===== config.mk =====
export PLATFORM = sky130hd
export DESIGN_NAME = l2_learning_switch_vlan_forwarder_flat
export DESIGN_NICKNAME = d
export VERILOG_FILES = /design/src/design/lsv_pkg.sv /design/src/design/lsv_if.sv /design/src/design/lsv_ctrl.sv /design/src/design/lsv_datapath.sv /design/src/design/l2_learning_switch_vlan_forwarder.sv /design/src/flat_wrapper.sv
export SDC_FILE = /design/constraint.sdc
export NUM_CORES = 2
export LEC_CHECK = 0
export BUFFER_PORTS_ARGS = -buffer_cell sky130_fd_sc_hd__buf_4
export CORE_UTILIZATION = 65
export CTS_BUF_LIST = sky130_fd_sc_hd__clkbuf_4 sky130_fd_sc_hd__clkbuf_8
export DETAILED_ROUTE_END_ITERATION = 16
export GPL_ROUTABILITY_DRIVEN = 0
export PLACE_DENSITY_LB_ADDON = 0.3
export RECOVER_POWER = 25
export REMOVE_ABC_BUFFERS = 1
export SKIP_LAST_GASP = 1
export SLEW_MARGIN = 20
export SYNTH_ARGS = -nofsm -noshare
export SYNTH_HDL_FRONTEND = slang
export SYNTH_HIERARCHICAL = 1
export SYNTH_SLANG_ARGS = --single-unit

===== constraint.sdc =====
create_clock -name clk_i -period 7.4 [get_ports clk_i]
set_input_delay 1.48 -clock clk_i [delete_from_list [all_inputs] [get_ports clk_i]]
set_output_delay 1.48 -clock clk_i [all_outputs]
set_load 0.1 [all_outputs]

===== src/design/lsv_pkg.sv =====
// Shared types, constants and helper functions for the VLAN learning switch.
// No dependencies; every other file of the block imports this package.

package lsv_pkg;

  // Sizing
  localparam int PORTS         = 4;
  localparam int TABLE_ENTRIES = 16;
  localparam int TRUNK_SLOTS   = 4;
  localparam int TRUNK_REGS    = 4;

  // Field widths
  localparam int MAC_W     = 48;
  localparam int VID_W     = 12;
  localparam int PORT_W    = 2;
  localparam int CNT_W     = PORT_W + 1;
  localparam int MODE_W    = 2;
  localparam int ACT_W     = 2;
  localparam int LS_W      = 2;
  localparam int CFG_IDX_W = 3;
  localparam int CFG_W     = 48;
  localparam int MODES_W   = 8;

  localparam logic [MAC_W-1:0] MAC_BCAST = {MAC_W{1'b1}};

  // Port modes
  localparam logic [MODE_W-1:0] MODE_UNKNOWN = 2'd0;
  localparam logic [MODE_W-1:0] MODE_ACCESS  = 2'd1;
  localparam logic [MODE_W-1:0] MODE_TRUNK   = 2'd2;
  localparam logic [MODE_W-1:0] MODE_L3      = 2'd3;

  // Egress actions
  localparam logic [ACT_W-1:0] ACT_DROP  = 2'd0;
  localparam logic [ACT_W-1:0] ACT_PASS  = 2'd1;
  localparam logic [ACT_W-1:0] ACT_UNTAG = 2'd2;

  // Learning outcome
  localparam logic [LS_W-1:0] LS_SAME  = 2'd0;
  localparam logic [LS_W-1:0] LS_NEW   = 2'd1;
  localparam logic [LS_W-1:0] LS_MOVED = 2'd2;
  localparam logic [LS_W-1:0] LS_FULL  = 2'd3;

  // Configuration register indexes
  localparam logic [CFG_IDX_W-1:0] REG_PORT_MODES   = 3'd0;
  localparam logic [CFG_IDX_W-1:0] REG_ACCESS_VLANS = 3'd1;
  localparam logic [CFG_IDX_W-1:0] REG_TRUNK_P0     = 3'd2;
  localparam logic [CFG_IDX_W-1:0] REG_TRUNK_P1     = 3'd3;
  localparam logic [CFG_IDX_W-1:0] REG_TRUNK_P2     = 3'd4;
  localparam logic [CFG_IDX_W-1:0] REG_TRUNK_P3     = 3'd5;

  // Sequencer states
  typedef enum logic [5:0] {
    ST_IDLE  = 6'b000001,
    ST_SRC   = 6'b000010,
    ST_LEARN = 6'b000100,
    ST_DST   = 6'b001000,
    ST_PLAN  = 6'b010000,
    ST_EMIT  = 6'b100000
  } lsv_state_e;

  // Commands from the sequencer to the datapath
  typedef struct packed {
    logic latch;    // capture the input beat
    logic src_cmp;  // compare source against the table
    logic learn;    // write the table
    logic dst_cmp;  // compare destination against the table
    logic plan;     // pick unicast port or first flood port
    logic emit;     // load one result into the output register
  } lsv_cmd_t;

  // Status from the datapath to the sequencer
  typedef struct packed {
    logic none;      // frame yields no result
    logic out_free;  // output register can take a result
    logic last;      // current result is the final one
  } lsv_stat_t;

  // Isolate the lowest set bit
  function automatic logic [TABLE_ENTRIES-1:0] lowest_one(
      input logic [TABLE_ENTRIES-1:0] vec);
    return vec & (~vec + {{(TABLE_ENTRIES-1){1'b0}}, 1'b1});
  endfunction

  // Egress decision for one port
  function automatic logic [ACT_W-1:0] egress_action(
      input logic [MODE_W-1:0]   mode,
      input logic [VID_W-1:0]    avid,
      input logic [CFG_W-1:0]    trunk,
      input logic                tag_bit,
      input logic [VID_W-1:0]    vid);
    logic [ACT_W-1:0] act;
    logic             hit;
    act = ACT_DROP;
    hit = 1'b0;
    for (int s = 0; s < TRUNK_SLOTS; s++) begin
      if (trunk[s*VID_W +: VID_W] == vid) hit = 1'b1;
    end
    case (mode)
      MODE_ACCESS: begin
        if (!tag_bit) act = (avid == '0) ? ACT_PASS : ACT_DROP;
        else act = (avid == vid) ? ACT_UNTAG : ACT_DROP;
      end
      MODE_TRUNK: begin
        act = (tag_bit && vid != '0 && hit) ? ACT_PASS : ACT_DROP;
      end
      default: act = ACT_DROP;
    endcase
    return act;
  endfunction

endpackage


===== src/design/lsv_if.sv =====
// Channel interfaces of the VLAN learning switch: header in, decision out, config.
// Depends on lsv_pkg for field widths.

interface lsv_in_if import lsv_pkg::*; ();
  logic                 valid;
  logic                 ready;
  logic [MAC_W-1:0]     src_mac;
  logic [MAC_W-1:0]     dst_mac;
  logic [PORT_W-1:0]    in_port;
  logic                 tagged_req;
  logic [VID_W-1:0]     vlan_id;

  modport source (output valid, src_mac, dst_mac, in_port, tagged_req, vlan_id,
                  input ready);
  modport sink   (input valid, src_mac, dst_mac, in_port, tagged_req, vlan_id,
                  output ready);
endinterface

interface lsv_out_if import lsv_pkg::*; ();
  logic                 valid;
  logic                 ready;
  logic [PORT_W-1:0]    out_port;
  logic [ACT_W-1:0]     action;
  logic                 flooded;
  logic [LS_W-1:0]      learn_status;
  logic                 last;

  modport source (output valid, out_port, action, flooded, learn_status, last,
                  input ready);
  modport sink   (input valid, out_port, action, flooded, learn_status, last,
                  output ready);
endinterface

interface lsv_cfg_if import lsv_pkg::*; ();
  logic                 valid;
  logic                 ready;
  logic [CFG_IDX_W-1:0] index;
  logic [CFG_W-1:0]     data;

  modport source (output valid, index, data, input ready);
  modport sink   (input valid, index, data, output ready);
endinterface


===== src/design/lsv_ctrl.sv =====
// Sequencer of the VLAN learning switch: steps one frame through learn,
// lookup and result emission. Depends on lsv_pkg.

module lsv_ctrl import lsv_pkg::*; (
  input  logic      clk_i,
  input  logic      rst_ni,
  input  logic      in_valid_i,
  output logic      in_ready_o,
  input  lsv_stat_t stat_i,
  output lsv_cmd_t  cmd_o
);

  lsv_state_e state_q, state_d;

  assign in_ready_o = (state_q == ST_IDLE);

  // Next state and commands
  always_comb begin
    state_d = state_q;
    cmd_o   = '0;
    case (state_q)
      ST_IDLE: begin
        if (in_valid_i) begin
          cmd_o.latch = 1'b1;
          state_d     = ST_SRC;
        end
      end
      ST_SRC: begin
        cmd_o.src_cmp = 1'b1;
        state_d       = ST_LEARN;
      end
      ST_LEARN: begin
        cmd_o.learn = 1'b1;
        state_d     = ST_DST;
      end
      ST_DST: begin
        cmd_o.dst_cmp = 1'b1;
        state_d       = ST_PLAN;
      end
      ST_PLAN: begin
        cmd_o.plan = 1'b1;
        state_d    = ST_EMIT;
      end
      ST_EMIT: begin
        if (stat_i.none) begin
          state_d = ST_IDLE;
        end else if (stat_i.out_free) begin
          cmd_o.emit = 1'b1;
          if (stat_i.last) state_d = ST_IDLE;
        end
      end
      default: state_d = ST_IDLE;
    endcase
  end

  // State register
  always_ff @(posedge clk_i or negedge rst_ni) begin
    if (!rst_ni) begin
      state_q <= ST_IDLE;
    end else begin
      state_q <= state_d;
    end
  end

endmodule


===== src/design/lsv_datapath.sv =====
// Datapath of the VLAN learning switch: config registers, address table,
// parallel compares, egress filter and output register. Depends on lsv_pkg.

module lsv_datapath import lsv_pkg::*; (
  input  logic                 clk_i,
  input  logic                 rst_ni,
  // header beat
  input  logic [MAC_W-1:0]     src_mac_i,
  input  logic [MAC_W-1:0]     dst_mac_i,
  input  logic [PORT_W-1:0]    in_port_i,
  input  logic                 tagged_req_i,
  input  logic [VID_W-1:0]     vlan_id_i,
  // config write
  input  logic                 cfg_we_i,
  input  logic [CFG_IDX_W-1:0] cfg_index_i,
  input  logic [CFG_W-1:0]     cfg_data_i,
  // sequencer
  input  lsv_cmd_t             cmd_i,
  output lsv_stat_t            stat_o,
  // decision beat
  output logic                 out_valid_o,
  input  logic                 out_ready_i,
  output logic [PORT_W-1:0]    out_port_o,
  output logic [ACT_W-1:0]     action_o,
  output logic                 flooded_o,
  output logic [LS_W-1:0]      learn_status_o,
  output logic                 last_o
);

  // Configuration registers
  logic [MODES_W-1:0] port_modes_q;
  logic [CFG_W-1:0]   access_vlans_q;
  logic [CFG_W-1:0]   trunk_q [TRUNK_REGS];

  always_ff @(posedge clk_i or negedge rst_ni) begin
    if (!rst_ni) begin
      port_modes_q   <= '0;
      access_vlans_q <= '0;
      for (int r = 0; r < TRUNK_REGS; r++) trunk_q[r] <= '0;
    end else if (cfg_we_i) begin
      case (cfg_index_i)
        REG_PORT_MODES:   port_modes_q   <= cfg_data_i[MODES_W-1:0];
        REG_ACCESS_VLANS: access_vlans_q <= cfg_data_i;
        REG_TRUNK_P0:     trunk_q[0]     <= cfg_data_i;
        REG_TRUNK_P1:     trunk_q[1]     <= cfg_data_i;
        REG_TRUNK_P2:     trunk_q[2]     <= cfg_data_i;
        REG_TRUNK_P3:     trunk_q[3]     <= cfg_data_i;
        default: ;
      endcase
    end
  end

  // Captured header
  logic [MAC_W-1:0]  src_q, dst_q;
  logic [PORT_W-1:0] inp_q;
  logic              tag_q;
  logic [VID_W-1:0]  vid_q;

  always_ff @(posedge clk_i) begin
    if (cmd_i.latch) begin
      src_q <= src_mac_i;
      dst_q <= dst_mac_i;
      inp_q <= in_port_i;
      tag_q <= tagged_req_i;
      vid_q <= vlan_id_i;
    end
  end

  // Address table
  logic [TABLE_ENTRIES-1:0] ent_valid_q;
  logic [MAC_W-1:0]         ent_mac_q  [TABLE_ENTRIES];
  logic [PORT_W-1:0]        ent_port_q [TABLE_ENTRIES];

  // Compare results
  logic [TABLE_ENTRIES-1:0] src_hit_q, free_q, dst_hit_q;
  logic                     bcast_q;

  always_ff @(posedge clk_i) begin
    if (cmd_i.src_cmp) begin
      for (int i = 0; i < TABLE_ENTRIES; i++) begin
        src_hit_q[i] <= ent_valid_q[i] && (ent_mac_q[i] == src_q);
        free_q[i]    <= !ent_valid_q[i];
      end
    end
    if (cmd_i.dst_cmp) begin
      for (int i = 0; i < TABLE_ENTRIES; i++) begin
        dst_hit_q[i] <= ent_valid_q[i] && (ent_mac_q[i] == dst_q);
      end
      bcast_q <= (dst_q == MAC_BCAST);
    end
  end

  // Learning decision
  logic [TABLE_ENTRIES-1:0] src_oh, free_oh, port_eq;
  logic                     src_known, same_port, has_free;
  logic [LS_W-1:0]          ls_d, ls_q;

  always_comb begin
    src_oh    = lowest_one(src_hit_q);
    free_oh   = lowest_one(free_q);
    for (int i = 0; i < TABLE_ENTRIES; i++) port_eq[i] = (ent_port_q[i] == inp_q);
    src_known = |src_hit_q;
    same_port = |(src_oh & port_eq);
    has_free  = |free_q;
    if (src_known) ls_d = same_port ? LS_SAME : LS_MOVED;
    else if (has_free) ls_d = LS_NEW;
    else ls_d = LS_FULL;
  end

  always_ff @(posedge clk_i or negedge rst_ni) begin
    if (!rst_ni) begin
      ent_valid_q <= '0;
    end else if (cmd_i.learn && !src_known) begin
      ent_valid_q <= ent_valid_q | free_oh;
    end
  end

  // Write mac and port; a move rewrites only the port
  always_ff @(posedge clk_i) begin
    if (cmd_i.learn) begin
      ls_q <= ls_d;
      for (int i = 0; i < TABLE_ENTRIES; i++) begin
        if (src_known && src_oh[i]) begin
          ent_port_q[i] <= inp_q;
        end else if (!src_known && free_oh[i]) begin
          ent_mac_q[i]  <= src_q;
          ent_port_q[i] <= inp_q;
        end
      end
    end
  end

  // Resolve destination: unicast port or first flood port
  logic [TABLE_ENTRIES-1:0] dst_oh;
  logic [PORT_W-1:0]        uport;
  logic                     flood_d, flood_q, none_q;
  logic [CNT_W-1:0]         inp_x, first_port, cur_q;
  logic [CNT_W-1:0]         nxt_a, nxt_port;

  always_comb begin
    dst_oh = lowest_one(dst_hit_q);
    uport  = '0;
    for (int i = 0; i < TABLE_ENTRIES; i++) begin
      uport = uport | (dst_oh[i] ? ent_port_q[i] : '0);
    end
    flood_d    = bcast_q || !(|dst_hit_q);
    inp_x      = {1'b0, inp_q};
    first_port = (inp_x == '0) ? CNT_W'(1) : '0;
    nxt_a      = cur_q + CNT_W'(1);
    nxt_port   = (nxt_a == inp_x) ? nxt_a + CNT_W'(1) : nxt_a;
  end

  always_ff @(posedge clk_i) begin
    if (cmd_i.plan) begin
      flood_q <= flood_d;
      none_q  <= !flood_d && ({1'b0, uport} >= CNT_W'(PORTS));
      cur_q   <= flood_d ? first_port : {1'b0, uport};
    end else if (cmd_i.emit) begin
      cur_q   <= nxt_port;
    end
  end

  // Egress decision for the current port
  logic [PORT_W-1:0] cur_port;
  logic [MODE_W-1:0] mode_sel;
  logic [VID_W-1:0]  avid_sel;
  logic [ACT_W-1:0]  act;
  logic              last_now;

  always_comb begin
    cur_port = cur_q[PORT_W-1:0];
    mode_sel = port_modes_q[cur_port*MODE_W +: MODE_W];
    avid_sel = access_vlans_q[cur_port*VID_W +: VID_W];
    act      = egress_action(mode_sel, avid_sel, trunk_q[cur_port], tag_q, vid_q);
    last_now = !flood_q || (nxt_port >= CNT_W'(PORTS));
  end

  // Output register
  logic out_valid_q;

  always_ff @(posedge clk_i or negedge rst_ni) begin
    if (!rst_ni) begin
      out_valid_q <= 1'b0;
    end else if (cmd_i.emit) begin
      out_valid_q <= 1'b1;
    end else if (out_ready_i) begin
      out_valid_q <= 1'b0;
    end
  end

  always_ff @(posedge clk_i) begin
    if (cmd_i.emit) begin
      out_port_o     <= cur_port;
      action_o       <= act;
      flooded_o      <= flood_q;
      learn_status_o <= ls_q;
      last_o         <= last_now;
    end
  end

  assign out_valid_o     = out_valid_q;
  assign stat_o.none     = none_q;
  assign stat_o.out_free = !out_valid_q || out_ready_i;
  assign stat_o.last     = last_now;

endmodule


===== src/design/l2_learning_switch_vlan_forwarder.sv =====
// Top level of the layer-2 learning switch with 802.1Q egress filtering.
// Depends on lsv_pkg, lsv_if, lsv_ctrl and lsv_datapath.
//
// Usage:
//   in_i   carries one frame header per beat: source and destination MAC,
//          ingress port, tag flag and VLAN id.
//   out_o  carries egress decisions: one per learned unicast destination,
//          one per other port when flooding; last marks the frame's final beat.
//   cfg_i  writes port modes, access VLANs and trunk lists; always ready.
//          Write only while no frame is in flight.
// Sequence: a header beat is taken, then source compare, table write,
//   destination compare and port selection follow, one sequencer state
//   each; the first decision is registered and then shows on out_o.
// Flow: R decisions per frame (1 to 3), issued by the sequencer walking one
//   egress port per cycle through the single filter unit while the output
//   register can take a result. The next header is taken while the final
//   decision still waits in the output register.
// Reset: clears the configuration and all table valid bits; entries come
//   free at once, with no clearing pass.
// Stall: while out_o is held, the sequencer pauses at the pending decision
//   and in_i stays not ready until the frame's last decision is loaded.

module l2_learning_switch_vlan_forwarder import lsv_pkg::*; (
  input  logic clk_i,
  input  logic rst_ni,
  lsv_in_if.sink    in_i,
  lsv_out_if.source out_o,
  lsv_cfg_if.sink   cfg_i
);

  lsv_cmd_t  cmd;
  lsv_stat_t stat;

  assign cfg_i.ready = 1'b1;

  lsv_ctrl u_ctrl (
    .clk_i      (clk_i),
    .rst_ni     (rst_ni),
    .in_valid_i (in_i.valid),
    .in_ready_o (in_i.ready),
    .stat_i     (stat),
    .cmd_o      (cmd)
  );

  lsv_datapath u_dp (
    .clk_i          (clk_i),
    .rst_ni         (rst_ni),
    .src_mac_i      (in_i.src_mac),
    .dst_mac_i      (in_i.dst_mac),
    .in_port_i      (in_i.in_port),
    .tagged_req_i   (in_i.tagged_req),
    .vlan_id_i      (in_i.vlan_id),
    .cfg_we_i       (cfg_i.valid),
    .cfg_index_i    (cfg_i.index),
    .cfg_data_i     (cfg_i.data),
    .cmd_i          (cmd),
    .stat_o         (stat),
    .out_valid_o    (out_o.valid),
    .out_ready_i    (out_o.ready),
    .out_port_o     (out_o.out_port),
    .action_o       (out_o.action),
    .flooded_o      (out_o.flooded),
    .learn_status_o (out_o.learn_status),
    .last_o         (out_o.last)
  );

endmodule


===== src/flat_wrapper.sv =====
// flat-port wrapper written by rule: the top's interface ports become plain ports
module l2_learning_switch_vlan_forwarder_flat import lsv_pkg::*;
  (clk_i, rst_ni, in_i_valid, in_i_src_mac, in_i_dst_mac, in_i_in_port, in_i_tagged_req, in_i_vlan_id, in_i_ready, out_o_valid, out_o_out_port, out_o_action, out_o_flooded, out_o_learn_status, out_o_last, out_o_ready, cfg_i_valid, cfg_i_index, cfg_i_data, cfg_i_ready);
  lsv_in_if in_i_i ();
  lsv_out_if out_o_i ();
  lsv_cfg_if cfg_i_i ();
  input  logic clk_i;
  input  logic rst_ni;
  input wire logic [$bits(in_i_i.valid)-1:0] in_i_valid;
  input wire logic [$bits(in_i_i.src_mac)-1:0] in_i_src_mac;
  input wire logic [$bits(in_i_i.dst_mac)-1:0] in_i_dst_mac;
  input wire logic [$bits(in_i_i.in_port)-1:0] in_i_in_port;
  input wire logic [$bits(in_i_i.tagged_req)-1:0] in_i_tagged_req;
  input wire logic [$bits(in_i_i.vlan_id)-1:0] in_i_vlan_id;
  output wire logic [$bits(in_i_i.ready)-1:0] in_i_ready;
  output wire logic [$bits(out_o_i.valid)-1:0] out_o_valid;
  output wire logic [$bits(out_o_i.out_port)-1:0] out_o_out_port;
  output wire logic [$bits(out_o_i.action)-1:0] out_o_action;
  output wire logic [$bits(out_o_i.flooded)-1:0] out_o_flooded;
  output wire logic [$bits(out_o_i.learn_status)-1:0] out_o_learn_status;
  output wire logic [$bits(out_o_i.last)-1:0] out_o_last;
  input wire logic [$bits(out_o_i.ready)-1:0] out_o_ready;
  input wire logic [$bits(cfg_i_i.valid)-1:0] cfg_i_valid;
  input wire logic [$bits(cfg_i_i.index)-1:0] cfg_i_index;
  input wire logic [$bits(cfg_i_i.data)-1:0] cfg_i_data;
  output wire logic [$bits(cfg_i_i.ready)-1:0] cfg_i_ready;
  assign in_i_i.valid = in_i_valid;
  assign in_i_i.src_mac = in_i_src_mac;
  assign in_i_i.dst_mac = in_i_dst_mac;
  assign in_i_i.in_port = in_i_in_port;
  assign in_i_i.tagged_req = in_i_tagged_req;
  assign in_i_i.vlan_id = in_i_vlan_id;
  assign in_i_ready = in_i_i.ready;
  assign out_o_valid = out_o_i.valid;
  assign out_o_out_port = out_o_i.out_port;
  assign out_o_action = out_o_i.action;
  assign out_o_flooded = out_o_i.flooded;
  assign out_o_learn_status = out_o_i.learn_status;
  assign out_o_last = out_o_i.last;
  assign out_o_i.ready = out_o_ready;
  assign cfg_i_i.valid = cfg_i_valid;
  assign cfg_i_i.index = cfg_i_index;
  assign cfg_i_i.data = cfg_i_data;
  assign cfg_i_ready = cfg_i_i.ready;
  l2_learning_switch_vlan_forwarder u_core (.clk_i(clk_i), .rst_ni(rst_ni), .in_i(in_i_i), .out_o(out_o_i), .cfg_i(cfg_i_i));
endmodule

==> summary.txt <==
Power
  – Max IR drop VDD: approximately 0.42 mV
  – Leak Pwr: approximately 24 nW
  – PD cells: between 200 and 300 nW/um2

Timing
  – Crit path time final: 5920 ps
  – Post-route clock skew: ~73 ps
  – Setup WS post-layout: 1480 ps
  – Portion of the clock cycle consumed by the worst path in the final layout: around four fifths
  – Maximum frequency from static timing analysis: about 170 MHz
  – Hold Vio Cnt, Final: 0
  – Max-slew violations: about 910
  – Hold slack final: roughly 420 ps
  – Worst-Margin Slew: 3470 ps
  – RSZ-0062 raised after global routing: no
  – Number of failing setup endpoints in the final timing report: 0
  – Setup TNS: 0 ps
  – Headroom to the max-slew limit: -131%

CTS
  – Hold buffer count at cts: 0
  – Clock Latency Late Sink: around 940 ps
  – Number of post-CTS setup repair buffers: 0
  – Clock tree sinks: between 1000 and 1500
  – H-tree depth: 4
  – Number of instances resized during post-cts repair: 0
  – TritonCTS Buffers: ~200
  – Clock tree from TritonCTS: done
  – Worst-case clock buffer depth: 3
  – Buffer type at the clock tree root: clkbuf_8
  – Clock input transition at the sequential cells of the worst setup and hold paths: about 60 ps

Setup path
  – Max stage delay on crit path: 2190 ps
  – Worst endpoint data arrival time: about 6600 ps
  – Critical Path End Type: flop
  – Max Fanout on Critical Path: 30
  – Classification of the worst setup path: flop to flop
  – CP delay by family, top: buffers and inverters
  – Sum of buffers and inverters on the critical path: 2
  – Standard cell with the maximum stage delay on the critical path: clkbuf_1
  – Crit path launch type: flop
  – CP Data Required Time: roughly 8000 ps
  – Flop-to-flop setup slack: around 1500 ps
  – Cell breakdown of the critical path: clkbuf_1 > clkinv_1 > nand2_1 > o2111ai_1 > nor3_1 > nand4_1 > nor4_1

Status
  – Violations in the final reports: max-capacitance violations, max-slew violations
  – Outcome: finished with violations

Placed design
  – Total half-perimeter wirelength after legalization and detailed placement: 125000 um
  – Post-Place Worst Slack: between 3000 and 4000 ps
  – I/O Buffers: ~180

Global route
  – Global-route wire length before repair: between 200000 and 300000 um
  – Global-route congestion overflow total: 0
  – Aggregate global-route resource usage: 44.0%
  – Vias in the first global route: ~42000
  – Largest net degree at the start of global routing: about 170
  – Initial antenna violation count: 10

Synth
  – Sequential element share of the synthesized area: approximately three fifths
  – Ys flop type: edfxtp_1
  – #FFs+latches synth: 1245
  – Async SR Flop Fraction: a little over a fifth
  – Avg Inst Size Synth: roughly 14 um2
  – Gate Count Post-Synth: around 4400
  – Synthesis warning total: 6
  – Count of different cell masters after synthesis: 77
  – Number of synthesized flops with an enable pin: 974
  – Mapped cell area: 60800 um2

Die
  – Die outline area: roughly 95000 um2
  – Rows: approximately 110
  – Starting utilization of the core area: 66.0%
  – Number of I/O pins: 178
  – Chip width: 308 um
  – Placeable core region: slightly above 90000 um2
  – Die Y: 308 um

Route
  – Overall via count from detail_route: about 42000
  – Antenna violation net count after detailed routing: 0
  – Detailed-router iteration count before antenna repair: 11
  – DRC violations left: 0
  – Wirelength, routed: between 200000 and 250000 um
  – Number of vias per cell: 6.89
  – Average routed wire per standard cell: roughly 34 um
  – Initial DRC Count: about 7000

Final layout
  – P&R area growth vs syn: 11.6%
  – Total Nets Final: between 4000 and 5000
  – Fillers: just over 6000
  – Proportion of layout cells with a drive suffix above 1: between 20% and 30%

Hold path
  – Type of the worst min-delay path: flop to flop

Job
  – # Max-Cap Violations: 40
[state kept, by name, summed over array words and instances (netlist names), 2 cells and up]
signal and count:
u_core/u_ctrl/state_q 6, u_core/u_dp/access_vlans_q 48, u_core/u_dp/action_o 2, u_core/u_dp/cur_q 3
u_core/u_dp/dst_hit_q 16, u_core/u_dp/dst_q 48, u_core/u_dp/ent_mac_q 768, u_core/u_dp/ent_port_q 32
u_core/u_dp/ent_valid_q 16, u_core/u_dp/free_q 16, u_core/u_dp/inp_q 2, u_core/u_dp/learn_status_o 2
u_core/u_dp/ls_q 2, u_core/u_dp/out_port_o 2, u_core/u_dp/port_modes_q 8, u_core/u_dp/src_hit_q 16
u_core/u_dp/src_q 48, u_core/u_dp/trunk_q 192, u_core/u_dp/vid_q 12
[final timing paths]
check,start,endpoint,cells past startpoint
setup / recovery,u_core/u_dp/src_q[5]$_DFFE_PP_,u_core/u_dp/src_hit_q[3]$_DFFE_PP_,7
hold / removal,u_core/u_dp/ls_q[1]$_DFFE_PP_,u_core/u_dp/learn_status_o[1]$_DFFE_PP_,0
setup reg to reg,u_core/u_dp/src_q[5]$_DFFE_PP_,u_core/u_dp/src_hit_q[3]$_DFFE_PP_,7
hold reg to reg,u_core/u_dp/ls_q[1]$_DFFE_PP_,u_core/u_dp/learn_status_o[1]$_DFFE_PP_,0
max in group asynchronous,rst_ni,u_core/u_dp/trunk_q[86]$_DFFE_PN0P_,2
min in group asynchronous,rst_ni,u_core/u_dp/trunk_q[169]$_DFFE_PN0P_,1
[power by group]
part           internal [W]  leakage [nW]  switching [W]
Sequential          0.00835          12.1       0.000384
Clock               0.00322          2.18        0.00282
Combinational       0.00161          9.70        0.00373
Total                0.0132          24.0        0.00693
[cells in the mapped netlist (6+ instances only)]
| cell | number | area share, % |
|---|---|---|
| nand4b_1 | 9 | 0.13 |
| edfxtp_1 | 974 | 48 |
| or2_2 | 6 | 0.062 |
| a222oi_1 | 10 | 0.16 |
| xnor2_1 | 543 | 7.8 |
| nor4_1 | 277 | 2.8 |
| a21oi_1 | 29 | 0.24 |
| o2bb2ai_1 | 9 | 0.13 |
| buf_2 | 12 | 0.099 |
| nand4_1 | 198 | 2.0 |
| nand2_1 | 43 | 0.27 |
| clkbuf_1 | 197 | 1.2 |
| o21ai_0 | 20 | 0.16 |
| inv_1 | 128 | 0.79 |
| nor2b_1 | 13 | 0.13 |
| o221ai_1 | 11 | 0.16 |
| nor3_1 | 49 | 0.40 |
| o22ai_1 | 45 | 0.46 |
| mux4_2 | 62 | 2.3 |
| a22o_1 | 6 | 0.086 |
| o2111ai_1 | 8 | 0.12 |
| nor3b_1 | 8 | 0.099 |
| a22oi_1 | 17 | 0.21 |
| buf_1 | 39 | 0.24 |
| and2_1 | 7 | 0.072 |
| mux2_2 | 250 | 4.6 |
| a221oi_1 | 23 | 0.33 |
| dfrtp_1 | 270 | 11 |
| nand3_1 | 42 | 0.35 |
| nor2_1 | 32 | 0.20 |
| xor2_1 | 944 | 14 |
[cell usage in the layout (no fill, tap or decap), drive strengths merged, types with 11 or more instances in the layout]
cell type	synthesis	layout
nor2	32	32
o22ai	45	45
nand2	43	43
nor2b	13	13
nor4	279	279
nor3	50	50
xnor2	543	543
a21oi	29	29
nand3	42	42
dfrtp	270	270
buf	56	173
mux4	62	62
nand4	199	199
o21ai	20	20
inv	128	132
edfxtp	974	974
xor2	944	944
clkinv	2	72
clkbuf	197	449
a221oi	23	23
a22oi	17	17
mux2	250	250
o221ai	11	11
or2	11	11
[logic make-up after synthesis]
group,share of synthesized area (%)
xor gates and xnor gates,21.4
DFF,59.2
buffers and inverters,2.42
AOI/OAI and AO/OA,2.64
other,0.0123
and+or+nand+nor,7.29
muxes,6.92
adders and majority gates,0.0823
[worst register-to-register path: cells and delay by family (launching register included)]
| family | cells | cell delay, ps |
|---|---|---|
| compound gates | 1 | 150 |
| buf+inv | 2 | 3900 |
| simple gates | 4 | 1280 |
| flops | 1 | 310 |
[per-layer routing]
metal	global-route usage, %	vias up	part of all wire, %
met3	17.1	1153	17
li1	-	16600	-
met4	32.6	4	9.5
met1	53.9	20200	32
met5	0	-	0.016
met2	63.4	3959	42
[cell type report]
class,count,area (um2),area share (%)
antenna,8,20.0,0.0295
clock buffer,291,3540,5.22
clock inverter,81,533,0.785
inverter,130,488,0.718
multi-input combinational,2757,23500,34.5
sequential,1245,36000,53.1
tap,1243,1560,2.29
timing repair buffer,331,2300,3.38
[metrics by stage]
stage | util, % | instances | power (W) | cell area [um2]
2_1_floorplan | - | 4132 | 0.0115 | 59900
3_3_place_gp | 69.4 | 5705 | 0.0137 | 64000
6_report | 73.6 | 6086 | 0.0201 | 67900
3_5_place_dp | 69.4 | 5705 | 0.0138 | 64000
4_1_cts | 73.8 | 6077 | 0.0198 | 68100
5_1_grt | 73.6 | 6079 | 0.0204 | 67900
No activity file was read; power rests on OpenSTA's default activity.
